<file path="src/design/itrt_pkg.sv">
// Shared types, constants and helper functions for the integer-to-radix text block.
package itrt_pkg;

  // Digit store geometry
  localparam int DIGIT_STORE_DEPTH = 64;
  localparam int ADDR_W            = $clog2(DIGIT_STORE_DEPTH);
  localparam int CNT_W             = ADDR_W + 1;
  localparam int LEN_W             = 7;

  // Radix handling
  localparam logic [4:0] RADIX_RESET = 5'd10;
  localparam logic [4:0] RADIX_MIN   = 5'd2;
  localparam logic [4:0] RADIX_MAX   = 5'd16;
  localparam logic [4:0] RADIX_DEC   = 5'd10;

  // Register map, by word index
  localparam logic REG_RADIX = 1'b0;

  // Characters
  localparam logic [7:0] CHAR_MINUS = 8'h2D;
  localparam logic [7:0] DIGIT_CHARS [16] = '{
    8'h30, 8'h31, 8'h32, 8'h33, 8'h34, 8'h35, 8'h36, 8'h37,
    8'h38, 8'h39, 8'h41, 8'h42, 8'h43, 8'h44, 8'h45, 8'h46
  };

  // One queued conversion job
  typedef struct packed {
    logic [63:0] mag;
    logic        minus;
  } job_t;

  // Clamp the programmed radix into 2..16
  function automatic logic [4:0] eff_radix(input logic [4:0] r);
    logic [4:0] res;
    res = r;
    if (r < RADIX_MIN) res = RADIX_MIN;
    if (r > RADIX_MAX) res = RADIX_MAX;
    return res;
  endfunction

endpackage

</file>
<file path="src/design/itrt_front.sv">
// Front end: accepts items, resolves sign and width, and queues jobs for the back end.
module itrt_front (
  input  logic               clk,
  input  logic               rst,
  input  logic               start,
  output logic               busy,
  input  logic [63:0]        value,
  input  logic               is_signed,
  input  logic               wide_operand,
  input  logic [4:0]         radix,
  output itrt_pkg::job_t     job,
  output logic               job_valid,
  input  logic               job_take
);

  localparam int QDEPTH = 2;

  itrt_pkg::job_t   fifo [QDEPTH];
  logic             wr_ptr;
  logic             rd_ptr;
  logic [1:0]       count;
  logic             push;
  logic             pop;
  itrt_pkg::job_t   incoming;
  logic [63:0]      masked;
  logic             sign_bit;
  logic [4:0]       r_eff;

  // Classify the incoming item
  always_comb begin
    r_eff    = itrt_pkg::eff_radix(radix);
    masked   = wide_operand ? value : {32'd0, value[31:0]};
    sign_bit = wide_operand ? value[63] : value[31];
    incoming.minus = is_signed && sign_bit && (r_eff == itrt_pkg::RADIX_DEC);
    if (incoming.minus) begin
      incoming.mag = wide_operand ? (~masked + 64'd1) : {32'd0, ~masked[31:0] + 32'd1};
    end else begin
      incoming.mag = masked;
    end
  end

  assign busy      = (count == 2'(QDEPTH));
  assign push      = start && !busy;
  assign job_valid = (count != 2'd0);
  assign pop       = job_valid && job_take;
  assign job       = fifo[rd_ptr];

  // Store queued jobs
  always_ff @(posedge clk) begin
    if (push) begin
      fifo[wr_ptr] <= incoming;
    end
  end

  // Advance queue pointers
  always_ff @(posedge clk) begin
    if (rst) begin
      wr_ptr <= 1'b0;
      rd_ptr <= 1'b0;
      count  <= 2'd0;
    end else begin
      if (push) wr_ptr <= ~wr_ptr;
      if (pop)  rd_ptr <= ~rd_ptr;
      case ({push, pop})
        2'b10:   count <= count + 2'd1;
        2'b01:   count <= count - 2'd1;
        default: count <= count;
      endcase
    end
  end

endmodule

</file>
<file path="src/design/itrt_back.sv">
// Back end: divides the magnitude into digits a byte per cycle, then emits characters.
module itrt_back (
  input  logic                       clk,
  input  logic                       rst,
  input  logic [4:0]                 radix,
  input  itrt_pkg::job_t             job,
  input  logic                       job_valid,
  output logic                       job_take,
  output logic                       strobe,
  output logic [7:0]                 character,
  output logic                       last,
  output logic [itrt_pkg::LEN_W-1:0] length
);

  typedef enum logic [1:0] {IDLE, DIVIDE, EMIT} state_t;

  state_t                        state;
  logic [63:0]                   quo;
  logic [3:0]                    rem;
  logic [2:0]                    idx;
  logic [itrt_pkg::CNT_W-1:0]    cnt;
  logic [itrt_pkg::CNT_W-1:0]    ptr;
  logic                          minus;
  logic                          sign_pending;
  logic                          pend;
  logic                          pend_last;

  logic [3:0]                    store [itrt_pkg::DIGIT_STORE_DEPTH];
  logic [3:0]                    rd_data;

  logic [4:0]                    r_eff;
  logic [7:0]                    qbyte;
  logic [3:0]                    rem_next;
  logic [63:0]                   quo_next;
  logic [itrt_pkg::CNT_W-1:0]    cnt_inc;
  logic                          digit_done;
  logic                          wr_en;
  logic                          rd_en;

  // Highest byte of a word that holds a set bit
  function automatic logic [2:0] top_byte(input logic [63:0] w);
    logic [2:0] res;
    res = 3'd0;
    for (int i = 0; i < 8; i++) begin
      if (w[i*8 +: 8] != 8'd0) res = 3'(i);
    end
    return res;
  endfunction

  // Divide one byte, carrying the partial remainder through eight restoring steps
  always_comb begin
    logic [4:0] t;
    logic [3:0] r;
    logic [7:0] din;
    r_eff = itrt_pkg::eff_radix(radix);
    din   = quo[idx*8 +: 8];
    r     = rem;
    qbyte = 8'd0;
    for (int b = 7; b >= 0; b--) begin
      t = {r, din[b]};
      if (t >= r_eff) begin
        t        = t - r_eff;
        qbyte[b] = 1'b1;
      end
      r = t[3:0];
    end
    rem_next = r;
    quo_next = quo;
    quo_next[idx*8 +: 8] = qbyte;
  end

  assign cnt_inc    = cnt + 1'b1;
  assign digit_done = (state == DIVIDE) && (idx == 3'd0);
  assign wr_en      = digit_done;
  assign rd_en      = (state == EMIT) && (ptr != '0);
  assign job_take   = (state == IDLE) && job_valid;

  // Digit store: one write port, one registered read port
  always_ff @(posedge clk) begin
    if (wr_en) begin
      store[cnt[itrt_pkg::ADDR_W-1:0]] <= rem_next;
    end
    if (rd_en) begin
      rd_data <= store[ptr[itrt_pkg::ADDR_W-1:0] - 1'b1];
    end
  end

  // Sequencer with registered outputs
  always_ff @(posedge clk) begin
    if (rst) begin
      state        <= IDLE;
      quo          <= '0;
      cnt          <= '0;
      ptr          <= '0;
      rem          <= '0;
      idx          <= '0;
      minus        <= 1'b0;
      sign_pending <= 1'b0;
      pend         <= 1'b0;
      pend_last    <= 1'b0;
      strobe       <= 1'b0;
      character    <= '0;
      last         <= 1'b0;
      length       <= '0;
    end else begin
      strobe <= 1'b0;
      last   <= 1'b0;
      length <= '0;
      unique case (state)
        IDLE: begin
          if (job_valid) begin
            quo   <= job.mag;
            minus <= job.minus;
            rem   <= '0;
            idx   <= top_byte(job.mag);
            cnt   <= '0;
            state <= DIVIDE;
          end
        end
        DIVIDE: begin
          quo <= quo_next;
          if (idx == 3'd0) begin
            cnt <= cnt_inc;
            if ((quo_next == 64'd0) ||
                (cnt_inc == itrt_pkg::CNT_W'(itrt_pkg::DIGIT_STORE_DEPTH))) begin
              ptr          <= cnt_inc;
              sign_pending <= minus;
              pend         <= 1'b0;
              state        <= EMIT;
            end else begin
              rem <= '0;
              idx <= top_byte(quo_next);
            end
          end else begin
            rem <= rem_next;
            idx <= idx - 3'd1;
          end
        end
        EMIT: begin
          // Issue the next digit read, most significant first
          if (ptr != '0) begin
            ptr       <= ptr - 1'b1;
            pend      <= 1'b1;
            pend_last <= (ptr == itrt_pkg::CNT_W'(1));
          end else begin
            pend <= 1'b0;
          end
          // Drive the sign ahead of the digits, then each digit as it returns
          if (sign_pending) begin
            sign_pending <= 1'b0;
            strobe       <= 1'b1;
            character    <= itrt_pkg::CHAR_MINUS;
          end else if (pend) begin
            strobe    <= 1'b1;
            character <= itrt_pkg::DIGIT_CHARS[rd_data];
            if (pend_last) begin
              last   <= 1'b1;
              length <= itrt_pkg::LEN_W'(cnt) + itrt_pkg::LEN_W'(minus);
              state  <= IDLE;
            end
          end
        end
        default: state <= IDLE;
      endcase
    end
  end

endmodule

</file>
<file path="src/design/integer_to_radix_text.sv">
// Top level: configuration register, front end and back end of the integer-to-text block.
//
// Converts a 32- or 64-bit integer to ASCII text in base 2..16, most
// significant character first, one character per result.
// Input: raise start with value, is_signed and wide_operand; the item is taken
// at a clock edge where start is high and busy is low. A two-entry job queue
// sits between the front end and the back end, so busy rises only when two
// items are waiting.
// Output: strobe marks each character for exactly one cycle; last and length
// come with the final character. The receiver cannot stall the block.
// Timing: the back end divides one byte of the running quotient per cycle, so
// each digit takes one division step per significant byte of the current quotient
// (1..8); the digits are then read out and emitted, a leading minus going out
// beside the first digit read.
// radix lives at byte address 0 of the APB port (reset 10; 0..1 act as 2,
// 17..31 as 16); write it only while no conversion is in flight.
// Reset clears the queue, the sequencer and sets radix to 10.
module integer_to_radix_text (
  input  logic        clk,
  input  logic        rst,
  input  logic        start,
  output logic        busy,
  input  logic [63:0] value,
  input  logic        is_signed,
  input  logic        wide_operand,
  output logic        strobe,
  output logic [7:0]  character,
  output logic        last,
  output logic [6:0]  length,
  input  logic        psel,
  input  logic        penable,
  input  logic        pwrite,
  input  logic [2:0]  paddr,
  input  logic [31:0] pwdata,
  output logic [31:0] prdata,
  output logic        pready
);

  logic [4:0]      radix;
  itrt_pkg::job_t  job;
  logic            job_valid;
  logic            job_take;

  assign pready = 1'b1;

  // Write the radix register
  always_ff @(posedge clk) begin
    if (rst) begin
      radix <= itrt_pkg::RADIX_RESET;
    end else if (psel && penable && pwrite && pready && (paddr[2] == itrt_pkg::REG_RADIX)) begin
      radix <= pwdata[4:0];
    end
  end

  // Read back the register
  assign prdata = (paddr[2] == itrt_pkg::REG_RADIX) ? {27'd0, radix} : 32'd0;

  itrt_front u_front (
    .clk          (clk),
    .rst          (rst),
    .start        (start),
    .busy         (busy),
    .value        (value),
    .is_signed    (is_signed),
    .wide_operand (wide_operand),
    .radix        (radix),
    .job          (job),
    .job_valid    (job_valid),
    .job_take     (job_take)
  );

  itrt_back u_back (
    .clk       (clk),
    .rst       (rst),
    .radix     (radix),
    .job       (job),
    .job_valid (job_valid),
    .job_take  (job_take),
    .strobe    (strobe),
    .character (character),
    .last      (last),
    .length    (length)
  );

endmodule
</file>
<file path="config.mk">
export PLATFORM = sky130hd
export DESIGN_NAME = integer_to_radix_text
export DESIGN_NICKNAME = d
export VERILOG_FILES = /design/src/design/itrt_pkg.sv /design/src/design/itrt_front.sv /design/src/design/itrt_back.sv /design/src/design/integer_to_radix_text.sv
export SDC_FILE = /design/constraint.sdc
export NUM_CORES = 1
export LEC_CHECK = 0
export ABC_AREA = 1
export BUFFER_PORTS_ARGS = -buffer_cell sky130_fd_sc_hd__buf_4
export CORE_MARGIN = 5
export CORE_UTILIZATION = 38
export CTS_CLUSTER_DIAMETER = 120
export CTS_CLUSTER_SIZE = 40
export DETAILED_ROUTE_END_ITERATION = 7
export SYNTH_ARGS = -nofsm -noshare
export SYNTH_HDL_FRONTEND = slang
export SYNTH_HIERARCHICAL = 1
export SYNTH_SLANG_ARGS = --single-unit
</file>
<file path="constraint.sdc">
create_clock -name clk -period 39.5 [get_ports clk]
set_input_delay 0 -clock clk [delete_from_list [all_inputs] [get_ports clk]]
set_output_delay 0 -clock clk [all_outputs]
set_load 0.05 [all_outputs]
</file>
**Word-level counts from Yosys, hierarchy flattened**

Memory sizes are Yosys's and may differ from the RTL's. A register that Yosys moved wholly into a read port is not among the register bits.
Index checks and enable logic that the tools add are counted.

- Bitwise logic cells: 9
- Eq/ne operators: 16
- Shift operators: 3
- Reductions and logical operators: 47
- $add $sub $neg: 18
- Magnitude comparators: 11
- Multiplexer cells: 83

Operator list:

| operator | count |
|---|---|
| $mux W64 | 4 |
| $pmux W64 S2 | 1 |
| $reduce_bool A8 Y1 | 14 |
| $add A64 B1 Y64 const B | 1 |
| $bwmux W64 | 1 |
| $logic_not A64 Y1 | 1 |
| $not A64 Y64 | 1 |
| $shift A8 B34 Y64 const A | 1 |
| $shiftx A64 B7 Y8 | 1 |
| $shiftx A8 B34 Y64 | 1 |
| $mux W4 | 11 |
| $ge A5 B5 Y1 | 8 |
| $mux W7 | 5 |
| $neg A6 Y34 | 1 |
| $mux W3 | 11 |
| $add A32 B1 Y32 const B | 1 |
| $mux W8 | 4 |
| $not A32 Y32 | 1 |
| $sub A4 B4 Y4 | 8 |
| $pmux W7 S2 | 2 |
| $mux W1 | 25 |
| $mux W2 | 10 |
| $mux W5 | 3 |
| $logic_and A1 B1 Y1 | 10 |
| other kinds (38) | 61 |

- Register bits after elaboration: 117
- Word-level logic and storage cells: 208
- ROM bits: 128
- Input port bits: 107
- Output and inout bits: 51
- Memory bits (writable): 386
- Memories kept: 3

Memories:

| memory | depth | width | rd ports | clocked after Yosys merged registers in | wr ports | RTL line | text |
|---|---|---|---|---|---|---|---|
| u_back.store | 64 | 4 | 1 | 1 | 1 | itrt_back.sv:28 | `logic [3:0] store [itrt_pkg::DIGIT_STORE_DEPTH];` |
| u_front.fifo | 2 | 65 | 1 | 1 | 1 | itrt_front.sv:18 | `itrt_pkg::job_t fifo [QDEPTH];` |
| (name not given) | 16 | 8 | 1 | 0 | 0 | itrt_back.sv:155 | `character <= itrt_pkg::DIGIT_CHARS[rd_data];` |

**Logic depth before layout (Yosys ltp)**

Gate-level depths: netlist of run 1.

- Word-level depth: 32
- Gate-level depth with buffers: 84
- Gate-level depth less buffers: 81

**Modules after synthesis**

The synthesis of run 1 kept the hierarchy.

By module, submodules not included:

| module | times used | cells each | area an instance (µm²) | seq. area each (µm²) |
|---|---|---|---|---|
| itrt_back | 1 | 2147 | 19032.0 | 9949.5 |
| itrt_front | 1 | 800 | 7519.7 | 4003.8 |
| integer_to_radix_text | 1 | 75 | 494.2 | 100.1 |

**Worst setup path after synthesis of run 1**

No wires, ideal clock.

- Kind: reg-to-reg
- Start point: register radix[2]
- End point: memory u_back.store[0][2] (data pin)
- Cell stages (with the launch flop): 62
- Path buffers: 1
- Period minus slack after synthesis: 12511 ps
- Required time: 38789 ps
- Setup time: 711 ps
- Slack: 26989 ps
- Arrival time: 11800 ps
- Cell sequence: dfxtp_1 -> or3_1 -> o21ai_0 -> a21oi_1 -> ha_1 -> nand2_1 -> nor2_1 -> nand2_1 -> nand3_1 -> buf_2 -> mux2_2 -> ha_1 -> nand2_1 -> nand2_1 -> nand2_1 -> nand3_1 -> or2_2 -> o21ai_1 -> (+26 left out) -> inv_1 -> o21ai_0 -> ha_1 -> nand2_1 -> inv_1 -> nand2_1 -> nand2_1 -> nand2_1 -> nand2_1 -> inv_1 -> o21ai_0 -> ha_1 -> nand2_1 -> nor2_1 -> nand2_1 -> nand3_1 -> inv_1 -> o21ai_0

- Longest elaborated chain between the ends: 19
- Elaborated cells between the ends (all ways): 28
- Those cells by class: add/sub (8); order compare (10); mux (10)

Ends and longest elaborated chain:

| item | RTL line | text |
|---|---|---|
| from (decl) | integer_to_radix_text.sv:39 | `logic [4:0] radix;` |
| from (signal assigned) | integer_to_radix_text.sv:49 | `radix <= itrt_pkg::RADIX_RESET;` |
| from (signal assigned) | integer_to_radix_text.sv:51 | `radix <= pwdata[4:0];` |
| $lt A5 B2 Y1 | itrt_pkg.sv:36 | `if (r < RADIX_MIN) res = RADIX_MIN;` |
| $mux W5 | itrt_pkg.sv:36 |  |
| $mux W5 (*) | itrt_pkg.sv:37 | `if (r > RADIX_MAX) res = RADIX_MAX;` |
| $sub A4 B4 Y4 / $ge A5 B5 Y1 (equally long branches) | itrt_back.sv:62, itrt_back.sv:61 |  |
| $mux W4 | itrt_back.sv:61 | `if (t >= r_eff) begin` |
| $sub A4 B4 Y4 / $ge A5 B5 Y1 (equally long branches) | itrt_back.sv:62, itrt_back.sv:61 |  |
| $mux W4 | itrt_back.sv:61 |  |
| $sub A4 B4 Y4 / $ge A5 B5 Y1 (equally long branches) | itrt_back.sv:62, itrt_back.sv:61 |  |
| (+4 left out) | -- |  |
| $mux W4 | itrt_back.sv:61 |  |
| $sub A4 B4 Y4 / $ge A5 B5 Y1 (equally long branches) | itrt_back.sv:62, itrt_back.sv:61 |  |
| $mux W4 | itrt_back.sv:61 |  |
| $ge A5 B5 Y1 / $sub A4 B4 Y4 (equally long branches) | itrt_back.sv:61, itrt_back.sv:62 |  |
| $mux W4 | itrt_back.sv:61 |  |
| $sub A4 B4 Y4 / $ge A5 B5 Y1 (equally long branches) | itrt_back.sv:62, itrt_back.sv:61 |  |
| $mux W4 (*) | itrt_back.sv:61 |  |
| net u_back.rem_next[2] | itrt_back.sv:33 | `logic [3:0] rem_next;` |
| to (decl) | itrt_back.sv:28 |  |

Mark *: on every way through the listed nets, which the timed path passes. The rest lies on a longest branch.

**Worst setup path after layout of run 1**

- Start point: register u_back.idx[0]
- End point: register u_back.idx[2]

- Longest elaborated chain between the ends: 27
- Elaborated cells between the ends (all ways): 52
- Those cells by class: add/sub (9); order compare (8); eq/ne (1); shift (3); mux (23); reduce/logical (8)

Ends and longest elaborated chain:

| item | RTL line | text |
|---|---|---|
| from (decl) | itrt_back.sv:20 | `logic [2:0] idx;` |
| from (signal assigned) | itrt_back.sv:115 | `idx <= top_byte(job.mag);` |
| from (signal assigned) | itrt_back.sv:132 | `idx <= top_byte(quo_next);` |
| from (signal assigned) | itrt_back.sv:136 | `idx <= idx - 3'd1;` |
| $shiftx A64 B7 Y8 | itrt_back.sv:56 | `din = quo[idx*8 +: 8];` |
| $sub A4 B4 Y4 / $ge A5 B5 Y1 (equally long branches) | itrt_back.sv:62, itrt_back.sv:61 |  |
| $mux W4 | itrt_back.sv:61 |  |
| $sub A4 B4 Y4 / $ge A5 B5 Y1 (equally long branches) | itrt_back.sv:62, itrt_back.sv:61 |  |
| $mux W4 | itrt_back.sv:61 |  |
| $sub A4 B4 Y4 / $ge A5 B5 Y1 (equally long branches) | itrt_back.sv:62, itrt_back.sv:61 |  |
| $mux W4 | itrt_back.sv:61 |  |
| $sub A4 B4 Y4 / $ge A5 B5 Y1 (equally long branches) | itrt_back.sv:62, itrt_back.sv:61 |  |
| (+8 left out) | -- |  |
| $mux W1 | itrt_back.sv:61 |  |
| $shiftx A8 B34 Y64 | itrt_back.sv:69 | `quo_next[idx*8 +: 8] = qbyte;` |
| $bwmux W64 | itrt_back.sv:69 |  |
| $reduce_bool A8 Y1 | itrt_back.sv:45 | `if (w[i*8 +: 8] != 8'd0) res = 3'(i);` |
| $mux W3 (4 in a row) | itrt_back.sv:45 |  |
| $mux W3 | itrt_back.sv:124 | `if ((quo_next == 64'd0) \|\|` |
| $mux W3 | itrt_back.sv:122 | `if (idx == 3'd0) begin` |
| $pmux W3 S2 | itrt_back.sv:109 | `unique case (state)` |

Parallel ways exist; a longest one is shown, timed or not. The select of a mux whose other input is x is not followed.
A chain may end at the register's enable or synchronous reset.

==> results of run 1 <==
## worst max-delay path by stage
stage	start	end	slack [ns]	cells after the start
6_report	u_back/idx[0]	u_back/idx[2]	23.61	75
5_1_grt	u_back/idx[0]	u_back/idx[2]	22.33	75
4_1_cts	u_back/idx[0]	u_back/idx[2]	23.87	75
3_5_place_dp	u_back/idx[0]	u_back/idx[2]	23.94	75
3_3_place_gp	u_back/idx[0]	u_back/idx[2]	24.03	75
2_1_floorplan	radix[2]	u_back/store[0][2]	26.99	61
## sequential cells by signal (all words and copies together), names as in the netlist, 2 cells and up, named ones only
signal and count:
u_front/fifo 130, u_back/state 2, u_back/rd_data 4, u_back/idx 3, u_back/length 7, u_back/character 7
radix 5, u_back/rem 4, u_back/cnt 7, u_back/quo 64, u_front/count 2, u_back/store 256
u_back/ptr 7
## worst max-delay path: cells and delay by family (launching register included)
kind,cells,cell delay [ns]
buf+inv,10,2.26
compound gates,9,2.46
flops,1,0.90
simple gates,48,7.57
fa+ha+maj,8,2.59
## synth_stat cells (3+ instances only)
cell type / number
sky130_fd_sc_hd__o211ai_1: 43
sky130_fd_sc_hd__o21ai_0: 264
sky130_fd_sc_hd__inv_2: 15
sky130_fd_sc_hd__nor2_1: 488
sky130_fd_sc_hd__xnor2_1: 16
sky130_fd_sc_hd__buf_2: 16
sky130_fd_sc_hd__inv_4: 4
sky130_fd_sc_hd__inv_1: 207
sky130_fd_sc_hd__nor2_2: 19
sky130_fd_sc_hd__clkbuf_1: 87
sky130_fd_sc_hd__nand2_4: 5
sky130_fd_sc_hd__mux2i_1: 26
sky130_fd_sc_hd__o21ai_1: 22
sky130_fd_sc_hd__nor3_1: 11
sky130_fd_sc_hd__buf_4: 37
sky130_fd_sc_hd__o32ai_1: 38
sky130_fd_sc_hd__nor2_4: 6
sky130_fd_sc_hd__o21ai_2: 7
sky130_fd_sc_hd__conb_1: 3
sky130_fd_sc_hd__dfxtp_1: 117
sky130_fd_sc_hd__nand2_1: 635
sky130_fd_sc_hd__nand3_4: 4
sky130_fd_sc_hd__nand3_2: 4
sky130_fd_sc_hd__nand3_1: 121
sky130_fd_sc_hd__fa_1: 8
sky130_fd_sc_hd__nor4_1: 9
sky130_fd_sc_hd__buf_1: 9
sky130_fd_sc_hd__ha_1: 54
sky130_fd_sc_hd__o221ai_1: 26
sky130_fd_sc_hd__a21oi_1: 113
sky130_fd_sc_hd__nand2_2: 21
sky130_fd_sc_hd__edfxtp_1: 390
sky130_fd_sc_hd__mux2_2: 66
sky130_fd_sc_hd__or2_2: 3
sky130_fd_sc_hd__nand4_1: 20
sky130_fd_sc_hd__clkinv_1: 5
sky130_fd_sc_hd__a221oi_1: 20
sky130_fd_sc_hd__buf_6: 7
sky130_fd_sc_hd__a31oi_1: 18
sky130_fd_sc_hd__xor2_1: 37
## final cells by class
cell class              instances  area [um2]
fillers                      6882       40400
flip-flops and latches        507       14100
multi-input cells            2153       11500
repair buffers                205        1740
well taps                     940        1180
inverters                     231         877
clock buffers                  26         459
clock inverters                 4        71.3
## metrics by stage
step | utilization [%] | cell area, um2 | worst slack (ns)
6_report | 42.5 | 29800 | 23.61
5_1_grt | 42.5 | 29800 | 22.33
4_1_cts | 42.5 | 29800 | 23.87
3_5_place_dp | 40.6 | 28500 | 23.94
3_3_place_gp | 40.6 | 28500 | 24.03
2_1_floorplan | - | 27100 | 26.99
## timing repair
item | 4_1_cts | 5_1_grt
hold buffers | 80 | 0
resized for setup | 0 | 0
hold endpoints to repair | 167 | 0
## metal layers
layer  vias to the layer above  track usage (%)
li1                      10500                -
met1                      9915             26.1
met2                       585             29.0
met3                        77             1.90
met4                         0             3.47
met5                         -                0
## cells by family (layout without fill, tap and decap cells)
family          Yosys count  in the layout  share of synthesized area, %
fa+ha+maj                62             62                          3.09
simple gates           1358           1358                          21.1
mux                      92             92                          3.71
other cells               3             29                        0.0416
buf+inv                 388            466                          6.26
flops                   507            507                          52.0
compound gates          559            559                          12.2
xor+xnor                 53             53                          1.72
==> flow_results.org, run 1 <==
** Outcome
- The run finished with clean final reports.

** Yosys
- During synthesis, Yosys emitted a total of 6 warnings.
- Seq cells post-synth :: 507
- Post-synth top area share :: 43.3%
- sky130_fd_sc_hd__edfxtp_1 takes more of the synthesized area than any other cell.
- Count of unique library cells instantiated by Yosys :: 54
- Dominant register cell in the synthesized netlist :: sky130_fd_sc_hd__edfxtp_1
- Post-synth EDFFs :: 390
- The synthesized netlist occupies a cell area of 0.0270 mm2.
- Share of the yosys chip area belonging to registers :: 52.0%
- Leading cell types by total area after synthesis :: sky130_fd_sc_hd__edfxtp_1 (43%), sky130_fd_sc_hd__nand2_1 (8.8%), sky130_fd_sc_hd__dfxtp_1 (8.7%)
- A synthesized cell averages 8.95 um2.
- In the synthesized netlist, the number of instances is 3022.
- Async set-or-reset flop fraction in the synthesized netlist :: 0%

** Final layout
- The post-route netlist has 10.1% of its cells at a drive strength greater than 1.
- 0 antenna diodes ended up in the layout.
- Most common cell after layout, fill and taps aside :: sky130_fd_sc_hd__nand2_1
- After the flow finishes, the layout carries non-filler instances totaling 4066.
- From synthesis to final layout, the design area changed by 10.4%.
- The library cells used most frequently in the layout, excluding fill and tap cells, are sky130_fd_sc_hd__nand2_1 (635), sky130_fd_sc_hd__nor2_1 (486), sky130_fd_sc_hd__edfxtp_1 (390), sky130_fd_sc_hd__o21ai_0 (261), sky130_fd_sc_hd__inv_1 (207).
- In the final design database the tool counted 3284 nets.

** Clock tree
- In this run the number of H-tree levels came out at 1.
- In this run the deepest clock path goes through 3 buffers.
- Clock tree from TritonCTS :: built
- The number of clock buffers added by TritonCTS is 17.
- Clock-pin slew was measured on the worst setup and hold paths at 0.14 ns.
- Clock Latency Late Sink :: 0.58 ns
- Number of buffers inserted to repair setup after CTS :: 0
- Clock tree synthesis selected as its root buffer the cell sky130_fd_sc_hd__clkbuf_16.
- Sink count of the clock tree :: 507

** Job
- Max-cap violations in this run came to 0.

** Drt
- Routed Antenna Nets :: 0
- Routed wire length on met3 :: 3.90 mm
- Via density :: 5.17
- Via total after detailed routing :: 21000
- In this run the top signal layer used is met4.
- In the final routed layout, each cell accounts on average for 17.6 um.
- The first detailed-routing pass ran for 6 iterations.
- M1 wire length :: 33.6 mm
- Amount of wire on met2 after detailed routing :: 32.8 mm
- After detailed routing, the number of remaining DRC violations is 0.
- Total Wirelength :: 71.6 mm
- Starting DRT DRC Count :: 1697

** Floorplanning
- Area inside the core boundary :: 0.0703 mm2
- In this run the core area contains 97 standard-cell rows.
- From left edge to right edge, the die measures 277 um.
- 158 I/O pins were placed.
- The die is 277 um tall.
- Initial cell density of the core :: 38.5%
- The die covers 0.0766 mm2.

** Timing
- Minimum clock period :: 15.89 ns
- Setup skew after layout :: 0.0381 ns
- Slew Limit Headroom :: 29.7%
- Number of hold violations in the final report :: 0
- Based on the critical path, the design can be clocked at up to 0.0629 GHz.
- Final-layout setup total negative slack :: 0 ns
- Tightest Pin Transition :: 1.05 ns
- Setup violations remaining at the end of the flow were counted as 0.
- Setup repair after global routing left no endpoint under its margin.
- Number of pins exceeding their max-slew limit in the final report :: 0
- The worst path uses 40.2% of the clock period.
- On the final layout, the worst hold slack is 0.0817 ns.

** Global route
- Global-route wire length before repair :: 111 mm
- Largest net degree at the start of global routing :: 101
- After global routing the overflow that remains totals 0.
- The number of antenna violations at the first check in global routing is 0.
- The via count of the first global-routing pass came to 19700.
- For this run, the total global-route usage over all layers was measured as 17.8%.

** Hold path
- For hold timing, the worst endpoint is u_front/fifo[0][59].
- Worst hold-check path type :: in2reg
- Hold Path Cell Cnt :: 3
- Startpoint of the worst hold path :: wide_operand

** Placed design
- Input and output buffers added on the ports amount to 99.
- Placed wire-length estimate :: 48.8 mm
- # placed instances :: 3956
- Final weighted congestion in routability-driven placement :: 0.888

** Worst setup path
- STA classifies the critical path startpoint as a flop.
- STA classifies the critical path endpoint as a flop.
- The worst register-to-register path has a depth of 75.
- By startpoint and endpoint, the worst setup path is classified as reg2reg.
- Worst path required time :: 40.01 ns
- By instance count, the cell type seen most on the critical path is sky130_fd_sc_hd__nand2_1.
- Capturing point of the worst reg2reg path :: u_back/idx[2]
- The slowest stage of the critical path is the sky130_fd_sc_hd__dfxtp_1 cell.
- Arrival time at the worst endpoint :: 16.40 ns
- Worst R2R Start :: u_back/idx[0]
- Flop2flop setup slack :: 23.61 ns
- Crit-path max FO :: 27
- In this design, the stage delay of the slowest critical-path cell is 0.90 ns.
Power of run 1 is not shown: default switching activity piles up to over one toggle a cycle in this logic, so the estimate is an artifact.
==> run 2: changes to the inputs <==
Clock period 39.5 ns to 14.49 ns, I/O delays scaled along.
==> run 2 against run 1 <==
- design area increased by 0.65%
- clock-buffer cell count decreased by 1
- clock skew increased by 0.0088 ns
- first-iteration DRC count increased by 13%
- via count increased by 0.80%
- worst setup slack got worse by 22 ns
- utilization increased by 0.27 points
- non-clock buffer count increased by 18
==> flow_results.org, run 2 (same netlist as run 1, synthesis figures left out) <==
** Outcome
- Outcome :: finished, final reports clean (unchanged)

** Drt
- Routed Antenna Nets :: 0 (unchanged)
- Starting DRT DRC Count :: 1921 (was 1697)
- DR DRC count :: 0 (unchanged)
- Number of detailed-route iterations in the first pass :: 5 (was 6)
- The average wire length per cell after detail routing is 17.6 um (about the same).
- Via total after detailed routing :: 21200 (was 21000)
- Total Wirelength :: 71.9 mm (was 71.6 mm)
- Via density :: 5.19 (was 5.17)

** Timing
- The count of final hold-check violations was 0 (unchanged).
- Setup skew after layout :: 0.0469 ns (was 0.0381 ns)
- Minimum clock period :: 12.42 ns (was 15.89 ns)
- Tightest Pin Transition :: 1.17 ns (was 1.05 ns)
- The relative slew slack is 22.1% (was 29.7%).
- Number of setup violations in the final report :: 0 (unchanged)
- The share of the clock period used by the worst path after layout came to 85.7% (was 40.2%).
- The final setup TNS came to 0 ns (unchanged).
- Maximum clock frequency :: 0.0805 GHz (was 0.0629 GHz)
- Setup repair after global routing missed its margin: false (unchanged).
- The max-slew violation total from the final report is 0 (unchanged).

** Worst setup path
- The endpoint arrival time on the critical path is 12.88 ns (was 16.40 ns).
- Critical path launch point type :: flop (unchanged)
- Crit-path slowest cell :: sky130_fd_sc_hd__dfxtp_1 (unchanged)
- Delay of the slowest cell on the worst path :: 0.75 ns (was 0.90 ns)
- The capturing element type of the critical path is a flop (unchanged).
- The critical path start-end classification is reg2reg (unchanged).
- Most Frequent Cell on Critical Path :: sky130_fd_sc_hd__nand2_1 (unchanged)
- Worst path required time :: 14.96 ns (was 40.01 ns)
- The maximum fanout along the worst path was 27 (unchanged).

** Floorplanning
- Initial cell density of the core :: 38.5% (unchanged)
- The die outline height is 277 um (unchanged).
- Total Die Area :: 0.0766 mm2 (unchanged)
- Die Span X :: 277 um (unchanged)
- Area inside the core boundary :: 0.0703 mm2 (unchanged)
- Placement Rows :: 97 (unchanged)
- I/O pin count :: 158 (unchanged)

** Global route
- Via count of the first global-routing pass :: 20000 (was 19700)
- GR Util All Layers :: 17.9% (was 17.8%)
- The number of antenna violations at the first check in global routing is 1 (was 0).
- Largest net degree at the start of global routing :: 79 (was 101)
- Global-route wire length before repair :: 112 mm (was 111 mm)
- Remaining Overflow, GRT :: 0 (unchanged)

** Job
- The reported max-cap violation count came to 0 (unchanged).

** Clock tree
- The clock-pin transition on the worst setup and hold timing paths is 0.14 ns (about the same).
- The clock latency on the worst-skew pair is 0.59 ns (was 0.58 ns).
- Longest Clk Path Bufs :: 3 (unchanged)
- The H-tree depth was 1 (unchanged).
- Clock tree from TritonCTS :: built (unchanged)
- The setup fix buffers added after clock tree synthesis is 0 (unchanged).
- PostCTS Resize Cnt :: 0 (unchanged)
- Clock buffers created by TritonCTS :: 17 (unchanged)
- Root Driver :: sky130_fd_sc_hd__clkbuf_16 (unchanged)
- Sink count of the clock tree :: 507 (unchanged)

** Final layout
- Commonest cells after routing, fill and taps aside :: sky130_fd_sc_hd__nand2_1 (635), sky130_fd_sc_hd__nor2_1 (486), sky130_fd_sc_hd__edfxtp_1 (390), sky130_fd_sc_hd__o21ai_0 (261), sky130_fd_sc_hd__inv_1 (207) (unchanged)
- The flip-flop count of the largest register, all copies and words added was 256 (unchanged).
- Number of fillers in the final layout :: 6789 (was 6882)
- The area growth from synthesis to layout was 11.1% (was 10.4%).
- The most frequent standard cell in the layout excluding fill and tap cells was sky130_fd_sc_hd__nand2_1 (unchanged).
- The fraction of final layout cells with drive strength greater than 1 is 10.7% (was 10.1%).
- Antenna cells :: 0 (unchanged)
- The number of nets at the end of the flow is 3302 (was 3284).

** Placed design
- The quantity of I/O buffers inserted on ports is 99 (unchanged).
- The routability-driven placement congestion ratio was 0.884 (was 0.888).
- The half-perimeter wire length after detailed placement is 49.4 mm (was 48.8 mm).

** Hold path
- The class of the most critical hold timing path is in2reg (unchanged).
-- run 2: path summary, 6_finish.rpt --
check	slack (ns)	end	depth (start not counted)	start
setup / recovery	2.07	u_back/ptr[1]	76	u_back/idx[0]
hold / removal	0.02	u_back/quo[17]	2	rst
setup reg to reg	2.07	u_back/ptr[1]	76	u_back/idx[0]
hold reg to reg	0.48	u_back/pend_last	2	u_back/pend_last
-- run 2: area by class of cell --
class / count / area [um2] / share of cell area [%]
multi-input combinational: 2153 / 11500 / 38.2
clock inverter: 5 / 72.6 / 0.242
timing repair buffer: 223 / 1930 / 6.44
clock buffer: 25 / 455 / 1.52
tap: 940 / 1180 / 3.91
inverter: 231 / 877 / 2.92
sequential: 507 / 14100 / 46.8
-- run 2: layer usage --
| layer | global-route usage, % | vias to the layer above | part of all wire (%) |
|---|---|---|---|
| met3 | 2.19 | 102 | 5.4 |
| met2 | 28.4 | 566 | 45 |
| met1 | 26.4 | 10000 | 47 |
| met5 | 0 | - | 0.0097 |
| li1 | - | 10500 | - |
| met4 | 4.35 | 2 | 2.4 |
-- run 2: per-stage QoR --
stage / hold slack, ns / utilization, % / area (um2) / setup slack, ns / std cells
after floorplan: 0.0691 / - / 27100 / 1.98 / 3048
after global placement: 0.213 / 40.9 / 28700 / 2.28 / 3975
after detailed placement: 0.223 / 40.9 / 28700 / 2.18 / 3975
after CTS: 0.00629 / 42.8 / 30000 / 2.17 / 4084
after global routing: 0.0492 / 42.8 / 30000 / 0.730 / 4084
final: 0.0175 / 42.8 / 30000 / 2.07 / 4084
-- run 2: timing repair --
action                                  in CTS  in global routing
endpoints found under the setup margin       0                  0
endpoints found under the hold margin      133                  0
hold buffers                                79                  0
-- run 2: worst max-delay path, delay by kind of cell (launching register included) --
kind / cells / cell delay [ns]
buffers and inverters: 12 / 2.00
DFF: 1 / 0.75
adders and majority gates: 8 / 2.37
and+or+nand+nor: 48 / 4.93
AOI/OAI and AO/OA: 8 / 2.25
Power of run 2 is left out for the same reason.
